===== config.mk =====
export PLATFORM = sky130hd
export DESIGN_NAME = hcbp_back
export DESIGN_NICKNAME = d
export VERILOG_FILES = /design/src/sv/hcbp_pkg.sv /design/src/sv/hcbp_back.sv
export VERILOG_INCLUDE_DIRS = /design/src /design/src/sv
export SDC_FILE = /design/constraint.sdc
export NUM_CORES = 1
export LEC_CHECK = 0
export BUFFER_PORTS_ARGS = -buffer_cell sky130_fd_sc_hd__clkbuf_2
export CELL_PAD_IN_SITES_DETAIL_PLACEMENT = 1
export CELL_PAD_IN_SITES_GLOBAL_PLACEMENT = 2
export CORE_ASPECT_RATIO = 0.8
export CORE_MARGIN = 2
export CORE_UTILIZATION = 39
export DETAILED_ROUTE_END_ITERATION = 7
export MAX_ROUTING_LAYER = met4
export PLACE_DENSITY = 0.87
export SYNTH_ARGS = -nofsm -noshare
export SYNTH_HDL_FRONTEND = slang
export SYNTH_SLANG_ARGS = --single-unit
export TNS_END_PERCENT = 5

===== constraint.sdc =====
create_clock -name clk -period 3.8 [get_ports clk]
set_input_delay 0.76 -clock clk [delete_from_list [all_inputs] [get_ports clk]]
set_output_delay 0.76 -clock clk [all_outputs]
set_load 0.1 [all_outputs]

===== src/sv/huffman_code_bit_packer_assert.svh =====
// assertion macros shared by the huffman code bit packer rtl
// expects clk and rst_n in the scope of each use
`ifndef HUFFMAN_CODE_BIT_PACKER_ASSERT_SVH
`define HUFFMAN_CODE_BIT_PACKER_ASSERT_SVH

// same-cycle implication, disabled in reset
`define HCBP_ASSERT_IMP(lbl, ante, cons, msg) \
  lbl: assert property (@(posedge clk) disable iff (!rst_n) (ante) |-> (cons)) \
    else $error(msg);

// next-cycle implication, disabled in reset
`define HCBP_ASSERT_NXT(lbl, ante, cons, msg) \
  lbl: assert property (@(posedge clk) disable iff (!rst_n) (ante) |=> (cons)) \
    else $error(msg);

`endif


===== src/sv/hcbp_pkg.sv =====
// package for the huffman code bit packer: constants and item kinds
// no dependencies
`timescale 1ns / 1ps

package hcbp_pkg;

  localparam int MAX_CODE_BITS_DEF = 32;
  localparam int ALPHABET_SIZE_DEF = 256;
  localparam int BYTE_BITS         = 8;
  localparam int QUEUE_DEPTH       = 4;

  localparam int MODE_W      = 2;
  localparam int SYMBOL_W    = 8;
  localparam int CODE_IN_W   = 32;
  localparam int LEN_IN_W    = 6;
  localparam int IN_TDATA_W  = 48;
  localparam int OUT_TDATA_W = 8;

  typedef enum logic [MODE_W-1:0] {
    MODE_LOAD   = 2'd0,
    MODE_ENCODE = 2'd1,
    MODE_FLUSH  = 2'd2,
    MODE_NONE   = 2'd3
  } mode_t;

endpackage


===== src/sv/hcbp_back.sv =====
// back end: bit accumulator and byte emitter with output register
// depends on hcbp_pkg
`timescale 1ns / 1ps

`include "huffman_code_bit_packer_assert.svh"

module hcbp_back import hcbp_pkg::*; #(
  parameter int MAX_CODE_BITS = MAX_CODE_BITS_DEF,
  localparam int LW = $clog2(MAX_CODE_BITS + 1),
  localparam int QW = 1 + LW + MAX_CODE_BITS
) (
  input  logic                 clk,
  input  logic                 rst_n,
  input  logic                 q_valid,
  input  logic [QW-1:0]        q_rdata,
  output logic                 q_pop,
  output logic                 out_tvalid,
  input  logic                 out_tready,
  output logic [BYTE_BITS-1:0] out_byte,
  output logic                 out_last
);

  localparam int ACC_W = MAX_CODE_BITS + BYTE_BITS - 1;
  localparam int TW    = $clog2(ACC_W + 1);

  logic [ACC_W-1:0]         acc_r, acc_nxt;
  logic [TW-1:0]            total_r, total_nxt;
  logic                     out_valid_r, out_valid_nxt;
  logic [BYTE_BITS-1:0]     out_byte_r, out_byte_nxt;
  logic                     out_last_r, out_last_nxt;

  logic                     cmd_flush;
  logic [LW-1:0]            cmd_len;
  logic [MAX_CODE_BITS-1:0] cmd_code;
  logic                     out_free;
  logic                     emit;
  logic                     flush_emit;
  logic [TW-1:0]            cur_total;
  logic [TW-1:0]            rem_total;
  logic [2:0]               pend_cnt;
  logic [BYTE_BITS-2:0]     pend;
  logic [ACC_W-1:0]         shifted;
  logic [BYTE_BITS-1:0]     flush_byte;

  assign cmd_flush = q_rdata[QW-1];
  assign cmd_len   = q_rdata[QW-2 -: LW];
  assign cmd_code  = q_rdata[MAX_CODE_BITS-1:0];

  assign out_free  = !out_valid_r || out_tready;
  assign rem_total = total_r - TW'(BYTE_BITS);
  assign emit      = (total_r >= TW'(BYTE_BITS)) && out_free;
  assign cur_total = emit ? rem_total : total_r;
  assign pend_cnt  = cur_total[2:0];

  // bits still pending after this cycle's byte, right aligned
  assign pend      = acc_r[BYTE_BITS-2:0] & ~(7'h7f << pend_cnt);
  assign shifted   = acc_r >> rem_total;
  assign flush_byte = {1'b0, pend} << (4'd8 - {1'b0, pend_cnt});

  always_comb begin
    q_pop      = 1'b0;
    flush_emit = 1'b0;
    if (q_valid && (cur_total < TW'(BYTE_BITS))) begin
      if (!cmd_flush) begin
        q_pop = 1'b1;
      end else if (cur_total == '0) begin
        q_pop = 1'b1;
      end else if (out_free && !emit) begin
        q_pop      = 1'b1;
        flush_emit = 1'b1;
      end
    end
  end

  always_comb begin
    acc_nxt   = acc_r;
    total_nxt = cur_total;
    if (q_pop) begin
      if (cmd_flush) begin
        total_nxt = '0;
      end else begin
        acc_nxt   = (ACC_W'(pend) << cmd_len) | ACC_W'(cmd_code);
        total_nxt = cur_total + TW'(cmd_len);
      end
    end
  end

  always_comb begin
    out_valid_nxt = out_valid_r;
    out_byte_nxt  = out_byte_r;
    out_last_nxt  = out_last_r;
    priority if (emit) begin
      out_valid_nxt = 1'b1;
      out_byte_nxt  = shifted[BYTE_BITS-1:0];
      out_last_nxt  = (rem_total < TW'(BYTE_BITS));
    end else if (flush_emit) begin
      out_valid_nxt = 1'b1;
      out_byte_nxt  = flush_byte;
      out_last_nxt  = 1'b1;
    end else if (out_tready) begin
      out_valid_nxt = 1'b0;
    end
  end

  always_ff @(posedge clk) begin
    acc_r      <= acc_nxt;
    out_byte_r <= out_byte_nxt;
    out_last_r <= out_last_nxt;
  end

  always_ff @(posedge clk) begin
    if (!rst_n) begin
      total_r     <= '0;
      out_valid_r <= 1'b0;
    end else begin
      total_r     <= total_nxt;
      out_valid_r <= out_valid_nxt;
    end
  end

  assign out_tvalid = out_valid_r;
  assign out_byte   = out_byte_r;
  assign out_last   = out_last_r;

  `HCBP_ASSERT_NXT(a_flush_clears, q_pop && cmd_flush, total_r == '0, "flush left bits")
  `HCBP_ASSERT_IMP(a_pop_drained, q_pop, cur_total < TW'(BYTE_BITS), "pop with bytes left")

endmodule


==> impl_metrics.toml <==
[status]
outcome = "finished clean"

[worst_setup_path]
cp_slowest_cell = "dfxtp_1"
cp_max_fo = 18
cp_common_cell = "buf_4"
critPathLaunch = "total_r[3]"
r2r_setup_slack_ns = 0.95
crit_chain = "buf_4 -> inv_1 -> buf_4 -> ha_1 -> buf_4 -> a41o_1 -> o2111ai_1 -> inv_1 -> buf_12"
reg2reg_from = "total_r[3]"
worstSetupPathType = "reg -> out"
worst-path-buf-inv = 6
endpoint_kind = "primary output"
required_ns = 3.04
crit_path_start_kind = "flip-flop"
max_stage_delay_ns = 0.34
reg2reg_to = "acc_r[6]"
crit_arrival_ns = 2.52
reg2reg_depth = 8
crit_family = "buffers and inverters"

[sta]
fmax_mhz = 305
whs_ns = 0.691
finalSetupTns_ns = 0
finalHoldViolations = 0
setup_slack_ns = 0.519
fin_crit_sh_pct = 86.4
rsz0062_at_grt = "no"
finalSetupViolations = 0
skew_ns = 0.00850
fin_crit_ns = 3.28
tightest_slew_ns = 1.12
slew_viol_final = 0
relSlewSlack_pct = 24.8

[hold_path]
min_path_type = "reg -> reg"
whs_path_depth = 2
min_delay_worst_endpoint = "total_r[0]"
worstHoldStart = "total_r[0]"

[clock_network]
cts_buffers = 5
cts_setup_buffers = 0
cts.sinks = 55
clkSlewWorstSetupHoldPaths_ns = 0.08
postCtsHoldBufs = 0
cts_tree = "done"
htree_num_levels = 2
clockRootBuffer = "clkbuf_16"
cts_buffer_depth = 2
cts.repair.resized = 0
clk_latency_ns = 0.30

[finish]
drive_above_1_share_pct = 25.7
area_growth_syn_to_layout_pct = 10.5
final_cell_area_um2 = 5370
fin_nets = 540
n_antenna_cell = 0
fillers = 1366

[global_routing]
grt_pass1_vias = 4150
track_usage_pct = 24.4
grt_max_degree = 44
antenna_found_initial = 0
overflow = 0
grt_first_pass_wirelength_um = 24500

[floorplanning]
io_pins = 54
rows = 36
start_util_pct = 39.9
die_y_um = 104
die_w_um = 129
core_um2 = 12200
dieArea_um2 = 13400

[synthesis]
syn_area_um2 = 4860
synth_warnings = 0
async_reset_ff_share_pct = 0
synth.net_count = 506
ys_seq_elements = 55
synth_area_leader_cell = "edfxtp_1"
synth_top_area_share_pct = 29.7
synth_edf_count = 48
synth_top_flop_cell = "edfxtp_1"
syn_avg_cell_area_um2 = 10.8
seq_area_frac_synth_pct = 32.6
synthCells = 451
synth.area.top_cells = "edfxtp_1 30%, mux4_2 17%, mux2i_1 6.6%, dfxtp_1 2.9%, ha_1 2.8%"
ys_top_cells_by_count = "48 x edfxtp_1, 36 x mux4_2, 32 x mux2i_1, 26 x nand2_1, 23 x nor2_1"
synth_cell_type_count = 66
yosysMostFrequentCell = "edfxtp_1"

[drt]
drtIter0Drc = 299
drt-pass1-iter-count = 4
dr_total_vias = 4158
post_drt_wl_per_cell_um = 24.4
detail-route-antenna-nets = 0
wirelength_um = 15600
drcViolationCount = 0
viasPerCell = 6.52

[power]
power.total_mw = 3.78
power_per_cell_area_nw_per_um2 = 704
leakage_nw = 1.92
vdd_ir_drop_max_mv = 0.286

[placed_design]
dp_slack_ns = 0.799
routabilityCongestion = 0.900
port_buffers = 53
dp_hpwl_um = 12200
place_area_um2 = 5210

[run]
maxCapViolCount = 0
[cell type report]
class | count | area, um^2 | share of cell area [%]
multi-input cells | 347 | 3030 | 56.4
inverters | 12 | 45.0 | 0.839
flip-flops and latches | 55 | 1580 | 29.5
clock buffers | 5 | 125 | 2.33
well taps | 152 | 190 | 3.54
clock inverters | 3 | 31.3 | 0.583
repair buffers | 64 | 363 | 6.76
[cells in the final DEF (no fill, tap or decap), drive strengths merged, types with 6 or more instances in the layout]
cell / count
clkbuf: 57
edfxtp: 48
mux4: 36
mux2i: 32
nand2: 26
nor2: 24
nand3: 19
o21ai: 18
a21oi: 15
a21o: 15
nor3: 13
inv: 13
a221o: 12
buf: 12
ha: 11
o211ai: 10
nand2b: 9
and2: 9
nor2b: 8
mux2: 8
o21bai: 8
dfxtp: 7
a211oi: 6
a31oi: 6
[logic make-up after synthesis]
kind of cell | synth area share, %
AOI/OAI and AO/OA | 19.8
and+or+nand+nor | 13.1
muxes | 25.1
DFF | 32.6
buffers and inverters | 5.07
adders and majority gates | 3.25
xor gates and xnor gates | 1.08
[stage by stage]
step           util [%]  cells
2_1_floorplan         -    451
3_3_place_gp       42.8    630
3_5_place_dp       42.8    630
4_1_cts            44.1    638
5_1_grt            44.1    638
6_report           44.1    638
[where the power goes]
group	internal, mW	leakage (nW)	switching (mW)
sequential	0.874	0.509	0.129
clock	0.256	0.0778	0.253
combinational	0.776	1.34	1.49
total	1.91	1.92	1.87
[metal layers]
metal | track usage (%) | wire length [um]
met1 | 36.4 | 7420
met2 | 35.4 | 6810
met3 | 4.34 | 1090
met4 | 3.88 | 238
met5 | - | 0
[flip-flops by register name, summed over array words and instances, names as in the netlist]
register / cells
acc_r: 39
total_r: 6
out_byte: 8
out_last: 1
out_tvalid: 1
[worst max path at each step]
stage,end,slack (ns),cells after the start
after floorplan,q_pop,0.64,8
after global placement,q_pop,0.89,6
after detailed placement,q_pop,0.80,6
after CTS,q_pop,0.51,9
after global routing,q_pop,0.39,9
final,q_pop,0.52,9
[worst min-delay path: cells and delay by family (launching register included)]
family | cells | cell delay, ns
flip-flops | 1 | 0.40
AO/OA/AOI/OAI | 1 | 0.20
AND/OR/NAND/NOR | 1 | 0.06
Power figures use the tool's default switching activity.
