==> src/sv/huffman_code_bit_packer_assert.svh <==
// assertion macros shared by the huffman code bit packer rtl
// expects clk and rst_n in the scope of each use
`ifndef HUFFMAN_CODE_BIT_PACKER_ASSERT_SVH
`define HUFFMAN_CODE_BIT_PACKER_ASSERT_SVH

// same-cycle implication, disabled in reset
`define HCBP_ASSERT_IMP(lbl, ante, cons, msg) \
  lbl: assert property (@(posedge clk) disable iff (!rst_n) (ante) |-> (cons)) \
    else $error(msg);

// next-cycle implication, disabled in reset
`define HCBP_ASSERT_NXT(lbl, ante, cons, msg) \
  lbl: assert property (@(posedge clk) disable iff (!rst_n) (ante) |=> (cons)) \
    else $error(msg);

`endif

==> src/sv/hcbp_pkg.sv <==
// package for the huffman code bit packer: constants and item kinds
// no dependencies
`timescale 1ns / 1ps

package hcbp_pkg;

  localparam int MAX_CODE_BITS_DEF = 32;
  localparam int ALPHABET_SIZE_DEF = 256;
  localparam int BYTE_BITS         = 8;
  localparam int QUEUE_DEPTH       = 4;

  localparam int MODE_W      = 2;
  localparam int SYMBOL_W    = 8;
  localparam int CODE_IN_W   = 32;
  localparam int LEN_IN_W    = 6;
  localparam int IN_TDATA_W  = 48;
  localparam int OUT_TDATA_W = 8;

  typedef enum logic [MODE_W-1:0] {
    MODE_LOAD   = 2'd0,
    MODE_ENCODE = 2'd1,
    MODE_FLUSH  = 2'd2,
    MODE_NONE   = 2'd3
  } mode_t;

endpackage

==> src/sv/hcbp_queue.sv <==
// short command queue between front and back ends
// depends on hcbp_pkg
`timescale 1ns / 1ps

`include "huffman_code_bit_packer_assert.svh"

module hcbp_queue import hcbp_pkg::*; #(
  parameter int W     = 8,
  parameter int DEPTH = QUEUE_DEPTH
) (
  input  logic         clk,
  input  logic         rst_n,
  input  logic         push,
  input  logic [W-1:0] wdata,
  output logic         full,
  input  logic         pop,
  output logic [W-1:0] rdata,
  output logic         not_empty
);

  localparam int PW = $clog2(DEPTH);

  logic [W-1:0] slot_r [DEPTH];
  logic [PW-1:0] wr_ptr_r, wr_ptr_nxt;
  logic [PW-1:0] rd_ptr_r, rd_ptr_nxt;
  logic [PW:0]   count_r, count_nxt;

  assign full      = (count_r == (PW + 1)'(DEPTH));
  assign not_empty = (count_r != '0);
  assign rdata     = slot_r[rd_ptr_r];

  always_ff @(posedge clk) begin
    if (push) begin
      slot_r[wr_ptr_r] <= wdata;
    end
  end

  always_comb begin
    wr_ptr_nxt = push ? wr_ptr_r + 1'b1 : wr_ptr_r;
    rd_ptr_nxt = pop ? rd_ptr_r + 1'b1 : rd_ptr_r;
    count_nxt  = count_r;
    if (push && !pop) begin
      count_nxt = count_r + 1'b1;
    end else if (pop && !push) begin
      count_nxt = count_r - 1'b1;
    end
  end

  always_ff @(posedge clk) begin
    if (!rst_n) begin
      wr_ptr_r <= '0;
      rd_ptr_r <= '0;
      count_r  <= '0;
    end else begin
      wr_ptr_r <= wr_ptr_nxt;
      rd_ptr_r <= rd_ptr_nxt;
      count_r  <= count_nxt;
    end
  end

  `HCBP_ASSERT_IMP(a_q_no_overflow, push, !full, "push into full queue")
  `HCBP_ASSERT_IMP(a_q_no_underflow, pop, not_empty, "pop from empty queue")

endmodule

==> config.mk <==
export PLATFORM = sky130hd
export DESIGN_NAME = hcbp_queue
export DESIGN_NICKNAME = d
export VERILOG_FILES = /design/src/sv/hcbp_pkg.sv /design/src/sv/hcbp_queue.sv
export VERILOG_INCLUDE_DIRS = /design/src /design/src/sv
export SDC_FILE = /design/constraint.sdc
export NUM_CORES = 1
export LEC_CHECK = 0
export BUFFER_PORTS_ARGS = -buffer_cell sky130_fd_sc_hd__buf_2
export CAP_MARGIN = 10
export CORE_ASPECT_RATIO = 1.5
export CORE_MARGIN = 1.5
export CORE_UTILIZATION = 55
export DETAILED_ROUTE_END_ITERATION = 10
export PLACE_DENSITY_LB_ADDON = 0.25
export SYNTH_ARGS = -nofsm -noshare
export SYNTH_HDL_FRONTEND = slang
export SYNTH_SLANG_ARGS = --single-unit
==> constraint.sdc <==
create_clock -name clk -period 2 [get_ports clk]
set_input_delay 0.2 -clock clk [delete_from_list [all_inputs] [get_ports clk]]
set_output_delay 0.2 -clock clk [all_outputs]
set_load 0.01 [all_outputs]
==> metrics.csv, run 1 <==
stage,metric,value,unit
clock_tree,Clock Tree Root,clkbuf_8,
synthesis,"EDFF count, synth",32,
pwr,clock group share of total power,0.297,
worst_setup_path,length in cells of the worst reg-to-reg path,4,
worst_setup_path,startpoint types,register,
global_route,Global Route Usage Sum,0.1669,
synthesis,Synth cell types,18,
global_route,first-pass GRT wire length,3491,um
worst_setup_path,slowest library cell on the worst path,mux4_2,
pwr,VDD IR max,0.0005925,V
final_layout,Ant. Diodes,0,
final_layout,area grow syn2layout,14.20,%
worst_setup_path,Setup Crit Path Kind,reg2out,
final_layout,nets@finish,130,
timing,Final Hold Viols,0,
clock_tree,clock buffer depth,2,
pwr,Switching Share,0.2329,
global_route,global route overflow,0,
min_path,hold_sp,wdata[6],
worst_setup_path,critical path data required time,1.80,ns
worst_setup_path,Max Fanout on Critical Path,8,
synthesis,most instantiated cells after synthesis,"edfxtp_1 (32), and2_1 (9), dfxtp_1 (9)",
clock_tree,"Hold-fix buffers, CTS",0,
synthesis,top-count cell post-synth,edfxtp_1,
worst_setup_path,worst r2r src,count_r[0]$_SDFFE_PN0P_,
timing,Final min period,1.670,ns
placement,Final HPWL DP,1502,um
worst_setup_path,critical-path cell list,buf_4 -> mux4_2 -> buf_2,
worst_setup_path,Crit path buffers/inverters,2,
timing,Peak Freq,598.6,MHz
timing,Layout Skew,0.005090,ns
drt,Post-route DRC,0,
timing,period utilization,0.8352,
clock_tree,CTS Sinks,41,
worst_setup_path,Crit path max-delay family,multiplexers,
final_layout,Final Cell Area,1832,um^2
worst_setup_path,Critical Path End Type,primary output,
floorplan,core area,2734,um^2
global_route,largest net degree at the start of global routing,14,
synthesis,Syn Nets,103,
clock_tree,TritonCTS Buffers,5,
synthesis,Main synth FF type,edfxtp_1,
synthesis,post-synthesis instance area,1604,um^2
worst_setup_path,Reg2Reg Capture Point,count_r[2]$_SDFFE_PN0P_,
clock_tree,CTS tree,built,
synthesis,leading area contributor after synthesis,edfxtp_1,
floorplan,IO Pins,22,
timing,Worst Tran Pin Value,0.4267,ns
clock_tree,Clock Latency Late Sink,0.29,ns
pwr,Comb power frac,0.123,
timing,Final setup viols,0,
clock_tree,CTS resizes,0,
final_layout,layout cell share with drive strength beyond 1,0.3363,
pwr,total power,1.728,mW
drt,via count,771,
drt,vias per cell,5.140,
placement,RD Place Congestion,0.6502,
timing,fin. max-slew vios,0,
synthesis,ys async rst share,0,
min_path,HP Class,in2reg,
clock_tree,"CTS clk-pin slew, worst paths",0.07,ns
synthesis,Cells after Synth,85,
global_route,initial antenna violation count,0,
final_layout,# fillers,210,
synthesis,syn avg cell area,18.87,um^2
job,Max Cap Violations,0,
clock_tree,postcts setup bufs,0,
synthesis,share of the synthesized area in the top cell type,0.5991,
worst_setup_path,CP arrival,1.47,ns
pwr,Leakage,0.6804,nW
worst_setup_path,delay of the slowest critical-path stage,0.52,ns
floorplan,Die Width,47.10,um
pwr,part of the power in registers,0.580,
floorplan,Starting Density,0.5867,
pwr,Int Power,1.326,mW
min_path,Hold Path Depth,1,
synthesis,sequential element share of the synthesized area,0.7114,
synthesis,yosys warns,0,
placement,# port buffers,21,
pwr,PwrDens,943.3,nW/um^2
timing,final hold slack,0.1168,ns
floorplan,DIE AREA,3256,um^2
status,status,finished clean,
clock_tree,H-tree levels,2,
min_path,hold endpoint,slot_r[3][6]$_DFFE_PP_,
worst_setup_path,R2R setup slack,0.52,ns
timing,sum of negative setup slack,0,ns
placement,placed inst area,1747,um^2
drt,DRT Pass-1 Iters,4,
synthesis,#FFs+latches synth,41,
timing,RSZ-0062 raised after global routing,no,
synthesis,Area contributors post-synth,"edfxtp_1 (60%), dfxtp_1 (11%), mux4_2 (11%)",
timing,Max-slew headroom,0.7155,
drt,drt total wl,2220,um
global_route,vias in the first global route,776,
drt,Final ANT Viol Nets,0,
drt,DR iter-0 viols,28,
floorplan,die span in y,69.14,um
floorplan,num rows,23,
drt,routed length per instance,14.80,um
pwr,Net Sw Power,402.4,uW
==> registers in the layout, indices dropped and copies added, names as in the netlist, named ones only <==
register and count:
wr_ptr_r 2, count_r 3, rd_ptr_r 2, slot_r 32
==> cells in the final DEF (no fill, tap or decap), types with 2 or more instances in the layout <==
master,count
and2_1,9
buf_2,21
clkbuf_8,5
clkinv_2,2
dfxtp_1,9
edfxtp_1,32
ha_1,5
inv_1,4
mux2i_1,2
mux4_2,8
nor2b_1,2
or3_1,2
xnor2_1,2
xor2_1,3
==> kinds of logic (layout without fill, tap and decap cells) <==
family / count (synthesis) / in the layout / synth area share
and+or+nand+nor: 15 / 15 / 0.05772
buffers and inverters: 6 / 34 / 0.01949
DFF: 41 / 41 / 0.7114
xor gates and xnor gates: 5 / 5 / 0.02731
adders and majority gates: 6 / 6 / 0.05148
AOI/OAI and AO/OA: 2 / 2 / 0.007799
muxes: 10 / 10 / 0.1248
==> final cells by class <==
cell class | instances | area, um^2 | area share
clock buffer | 5 | 68.82 | 0.03757
clock inverter | 3 | 16.27 | 0.008880
inverter | 4 | 15.01 | 0.008197
multi-input combinational | 38 | 431.7 | 0.2357
sequential | 41 | 1141 | 0.6229
tap | 37 | 46.29 | 0.02527
timing repair buffer | 22 | 112.6 | 0.06148
==> per-stage QoR <==
step                instances  worst slack [ns]    util
finish                    150            0.3296  0.6700
global route              150            0.2331  0.6700
CTS                       150            0.2966  0.6700
detailed placement        142            0.3145  0.6389
global placement          142            0.3869  0.6389
floorplan                  85            0.5401       -
==> worst max-delay path by stage <==
stage                         from                 endpoint  slack [ns]  cells after the start
after CTS                 register                 rdata[2]        0.30                      3
final                     register                 rdata[2]        0.33                      3
after detailed placement      push  count_r[2]$_SDFFE_PN0P_        0.31                      7
after floorplan                pop  count_r[2]$_SDFFE_PN0P_        0.54                      7
after global placement        push  count_r[2]$_SDFFE_PN0P_        0.39                      7
after global routing      register                 rdata[1]        0.23                      3
==> power groups by stage <==
stage,clock [mW],sequential (mW),combinational (mW)
finish,0.512,1.00,0.213
global route,0.558,1.01,0.239
CTS,0.524,1.00,0.217
detailed placement,0,1.02,0.214
global placement,0,1.02,0.208
floorplan,0,1.01,0.151
==> worst register-to-register path, delay by kind of cell, from the launching register on <==
family / cells / cell delay (ns)
adders and majority gates: 1 / 0.44
and+or+nand+nor: 1 / 0.30
AOI/OAI and AO/OA: 1 / 0.14
DFF: 1 / 0.36
xor gates and xnor gates: 1 / 0.17
==> layer usage <==
| layer | track usage | routed length (um) | vias up |
|---|---|---|---|
| met5 | 0 | 0 | - |
| met1 | 0.1832 | 864 | 375 |
| met2 | 0.2466 | 1179 | 22 |
| li1 | - | - | 368 |
| met3 | 0.09162 | 114 | 6 |
| met4 | 0.09259 | 61 | 0 |
(Power assumes the default switching activity.)
==> run 2, diff against run 1 <==
--- a/config.mk
+++ b/config.mk
@@ -6,11 +6,12 @@
 export SDC_FILE = /design/constraint.sdc
 export NUM_CORES = 1
 export LEC_CHECK = 0
+export ABC_AREA = 1
 export BUFFER_PORTS_ARGS = -buffer_cell sky130_fd_sc_hd__buf_2
 export CAP_MARGIN = 10
 export CORE_ASPECT_RATIO = 1.5
 export CORE_MARGIN = 1.5
-export CORE_UTILIZATION = 55
+export CORE_UTILIZATION = 50
 export DETAILED_ROUTE_END_ITERATION = 10
 export PLACE_DENSITY_LB_ADDON = 0.25
 export SYNTH_ARGS = -nofsm -noshare
==> constraint.sdc (replaced) <==
create_clock -name clk -period 1.5 [get_ports clk]
set_input_delay 0.15 -clock clk [delete_from_list [all_inputs] [get_ports clk]]
set_output_delay 0.15 -clock clk [all_outputs]
set_load 0.01 [all_outputs]
==> metrics.csv, run 2 <==
stage,metric,value,unit
placement,placed insts,196,
worst_setup_path,R2R setup slack,0.24,ns
clock_tree,H-tree levels,2,
timing,Final min period,1.429,ns
timing,Final setup viols,0,
pwr,Switching Share,0.2367,
worst_setup_path,critical path data required time,1.35,ns
timing,Layout Skew,0.001233,ns
worst_setup_path,length in cells of the worst reg-to-reg path,4,
worst_setup_path,slowest library cell on the worst path,dfxtp_2,
worst_setup_path,critical-path cell list,buf_6 -> o21ai_0 -> o22ai_1 -> buf_2,
synthesis,Synth cell types,18,
worst_setup_path,Worst setup endpoint,rdata[7],
final_layout,biggest regs,"slot_r x32, count_r x3",
floorplan,Die Width,49.79,um
drt,vias per cell,5.191,
clock_tree,"Hold-fix buffers, CTS",0,
clock_tree,CTS Sinks,41,
clock_tree,"CTS clk-pin slew, worst paths",0.07,ns
global_route,Global Route Usage Sum,0.1811,
timing,Max-slew headroom,0.7472,
final_layout,"commonest non-fill, non-tap cell in the layout",edfxtp_1,
synthesis,Syn Nets,153,
final_layout,multi-input logic area,414.1,um^2
global_route,vias in the first global route,1063,
pwr,Comb power frac,0.118,
synthesis,syn avg cell area,12.16,um^2
pwr,clock group share of total power,0.296,
pwr,Net Sw Power,532.8,uW
final_layout,Biggest register,slot_r,
global_route,global route overflow,0,
synthesis,Main synth FF type,edfxtp_1,
worst_setup_path,WP depth,4,
drt,via count,1059,
synthesis,Cells after Synth,135,
pwr,part of the power in registers,0.586,
floorplan,num rows,25,
final_layout,# fillers,282,
floorplan,die span in y,73.18,um
timing,Final Hold Viols,0,
final_layout,nets@finish,181,
global_route,largest net degree at the start of global routing,17,
pwr,Leakage,0.7571,nW
timing,Peak Freq,700.0,MHz
synthesis,sequential element share of the synthesized area,0.6951,
final_layout,FF/Latch Area,1144,um^2
timing,RSZ-0062 raised after global routing,no,
floorplan,Starting Density,0.5248,
placement,# port buffers,21,
drt,routed length per instance,13.86,um
pwr,VDD IR max,0.0007594,V
drt,Post-route DRC,0,
status,status,finished clean,
synthesis,post-synthesis instance area,1642,um^2
drt,DR iter-0 viols,38,
min_path,HP Class,in2reg,
final_layout,area grow syn2layout,14.56,%
drt,DRT Pass-1 Iters,4,
worst_setup_path,Max Fanout on Critical Path,10,
worst_setup_path,startpoint types,register,
clock_tree,CTS tree,built,
worst_setup_path,Crit path buffers/inverters,2,
clock_tree,clock buffer depth,2,
synthesis,yosys warns,0,
synthesis,"EDFF count, synth",32,
worst_setup_path,Setup Crit Path Kind,reg2out,
worst_setup_path,Critical Path End Type,primary output,
floorplan,IO Pins,22,
global_route,first-pass GRT wire length,4643,um
final_layout,most frequent cells in the layout,"edfxtp_1 (32), buf_2 (21), nor2_1 (19)",
synthesis,most instantiated cells after synthesis,"edfxtp_1 (32), nor2_1 (19), o21ai_0 (18)",
clock_tree,Clock Tree Root,clkbuf_8,
worst_setup_path,Reg2Reg Capture Point,slot_r[0][3]$_DFFE_PP_,
floorplan,core area,3128,um^2
clock_tree,TritonCTS Buffers,5,
placement,RD Place Congestion,0.6824,
worst_setup_path,CP arrival,1.28,ns
clock_tree,Clock Latency Late Sink,0.29,ns
job,Max Cap Violations,0,
global_route,initial antenna violation count,0,
pwr,PwrDens,1197,nW/um^2
placement,Final HPWL DP,1932,um
synthesis,Area contributors post-synth,"edfxtp_1 (59%), dfxtp_1 (11%), o21ai_0 (5.5%)",
timing,fin. max-slew vios,0,
final_layout,max reg flops,32,
worst_setup_path,delay of the slowest critical-path stage,0.37,ns
final_layout,final std cells w/o fill,204,
synthesis,#FFs+latches synth,41,
drt,Final ANT Viol Nets,0,
timing,final hold slack,0.07044,ns
timing,sum of negative setup slack,0,ns
timing,Worst Tran Pin Value,0.3788,ns
floorplan,DIE AREA,3643,um^2
drt,drt total wl,2828,um
final_layout,layout cell share with drive strength beyond 1,0.2256,
synthesis,leading area contributor after synthesis,edfxtp_1,
pwr,Int Power,1.718,mW
worst_setup_path,worst r2r src,wr_ptr_r[0]$_SDFFE_PN0P_,
synthesis,share of the synthesized area in the top cell type,0.5854,
worst_setup_path,Crit path max-delay family,flip-flops,
synthesis,ys async rst share,0,
timing,period utilization,0.9524,
final_layout,Ant. Diodes,0,
synthesis,top-count cell post-synth,edfxtp_1,
==> run 2: area by class of cell <==
cell class,instances,area share
Multi-Input combinational cell,75,0.2202
Inverter,17,0.03659
Clock buffer,8,0.04258
Tap cell,40,0.02661
Sequential cell,41,0.6081
Timing Repair Buffer,23,0.06587
==> run 2: routing by layer <==
metal  GRT usage  vias up  wire (um)
met1      0.1757      498       1061
met5           0        -          0
met2      0.3304       31       1555
li1            -      524          -
met3     0.05943        6        152
met4      0.1019        0         59
==> run 2: how the worst min path moves through the flow <==
| stage | slack (ns) | endpoint | cells after the start | from |
|---|---|---|---|---|
| 2_1_floorplan | 0.25 | slot_r[0][0]$_DFFE_PP_ | 0 | wdata[0] |
| 3_3_place_gp | 0.36 | slot_r[0][4]$_DFFE_PP_ | 1 | wdata[4] |
| 3_5_place_dp | 0.37 | slot_r[3][5]$_DFFE_PP_ | 1 | wdata[5] |
| 4_1_cts | 0.06 | slot_r[1][5]$_DFFE_PP_ | 1 | wdata[5] |
| 5_1_grt | 0.06 | slot_r[3][7]$_DFFE_PP_ | 1 | wdata[7] |
| 6_report | 0.07 | slot_r[3][5]$_DFFE_PP_ | 1 | wdata[5] |
==> run 2: worst reg2reg max path, delay by kind of cell, from the launching register on <==
kind                       cells  cell delay, ns
adders and majority gates      1            0.16
buffers and inverters          2            0.39
DFF                            1            0.33
and+or+nand+nor                1            0.05
==> run 2: logic make-up after synthesis <==
family          count (synthesis)  synth area share
flops                          41            0.6951
simple gates                   35           0.08765
compound gates                 34            0.1143
buf+inv                        19           0.05259
fa+ha+maj                       6           0.05031
==> run 2: power groups by stage <==
| stage | clock (mW) | combinational (mW) | sequential [mW] |
|---|---|---|---|
| final | 0.666 | 0.266 | 1.32 |
| after global routing | 0.721 | 0.306 | 1.33 |
| after CTS | 0.681 | 0.269 | 1.32 |
| after detailed placement | 0 | 0.266 | 1.34 |
| after global placement | 0 | 0.252 | 1.34 |
| after floorplan | 0 | 0.167 | 1.33 |
==> run 2: repair_timing <==
action                     CTS  global route
setup buffers                0             0
gates resized for setup      4             3
setup endpoints to repair    6             4
==> run 2: metrics by stage <==
stage	setup slack (ns)	utilization	cell area (um^2)	power, mW
detailed placement	0.1442	0.5720	1789	1.606
global route	0.01904	0.6012	1881	2.353
floorplan	0.3475	-	1642	1.502
finish	0.07136	0.6012	1881	2.251
CTS	0.009518	0.6000	1877	2.267
global placement	0.1975	0.5720	1789	1.590
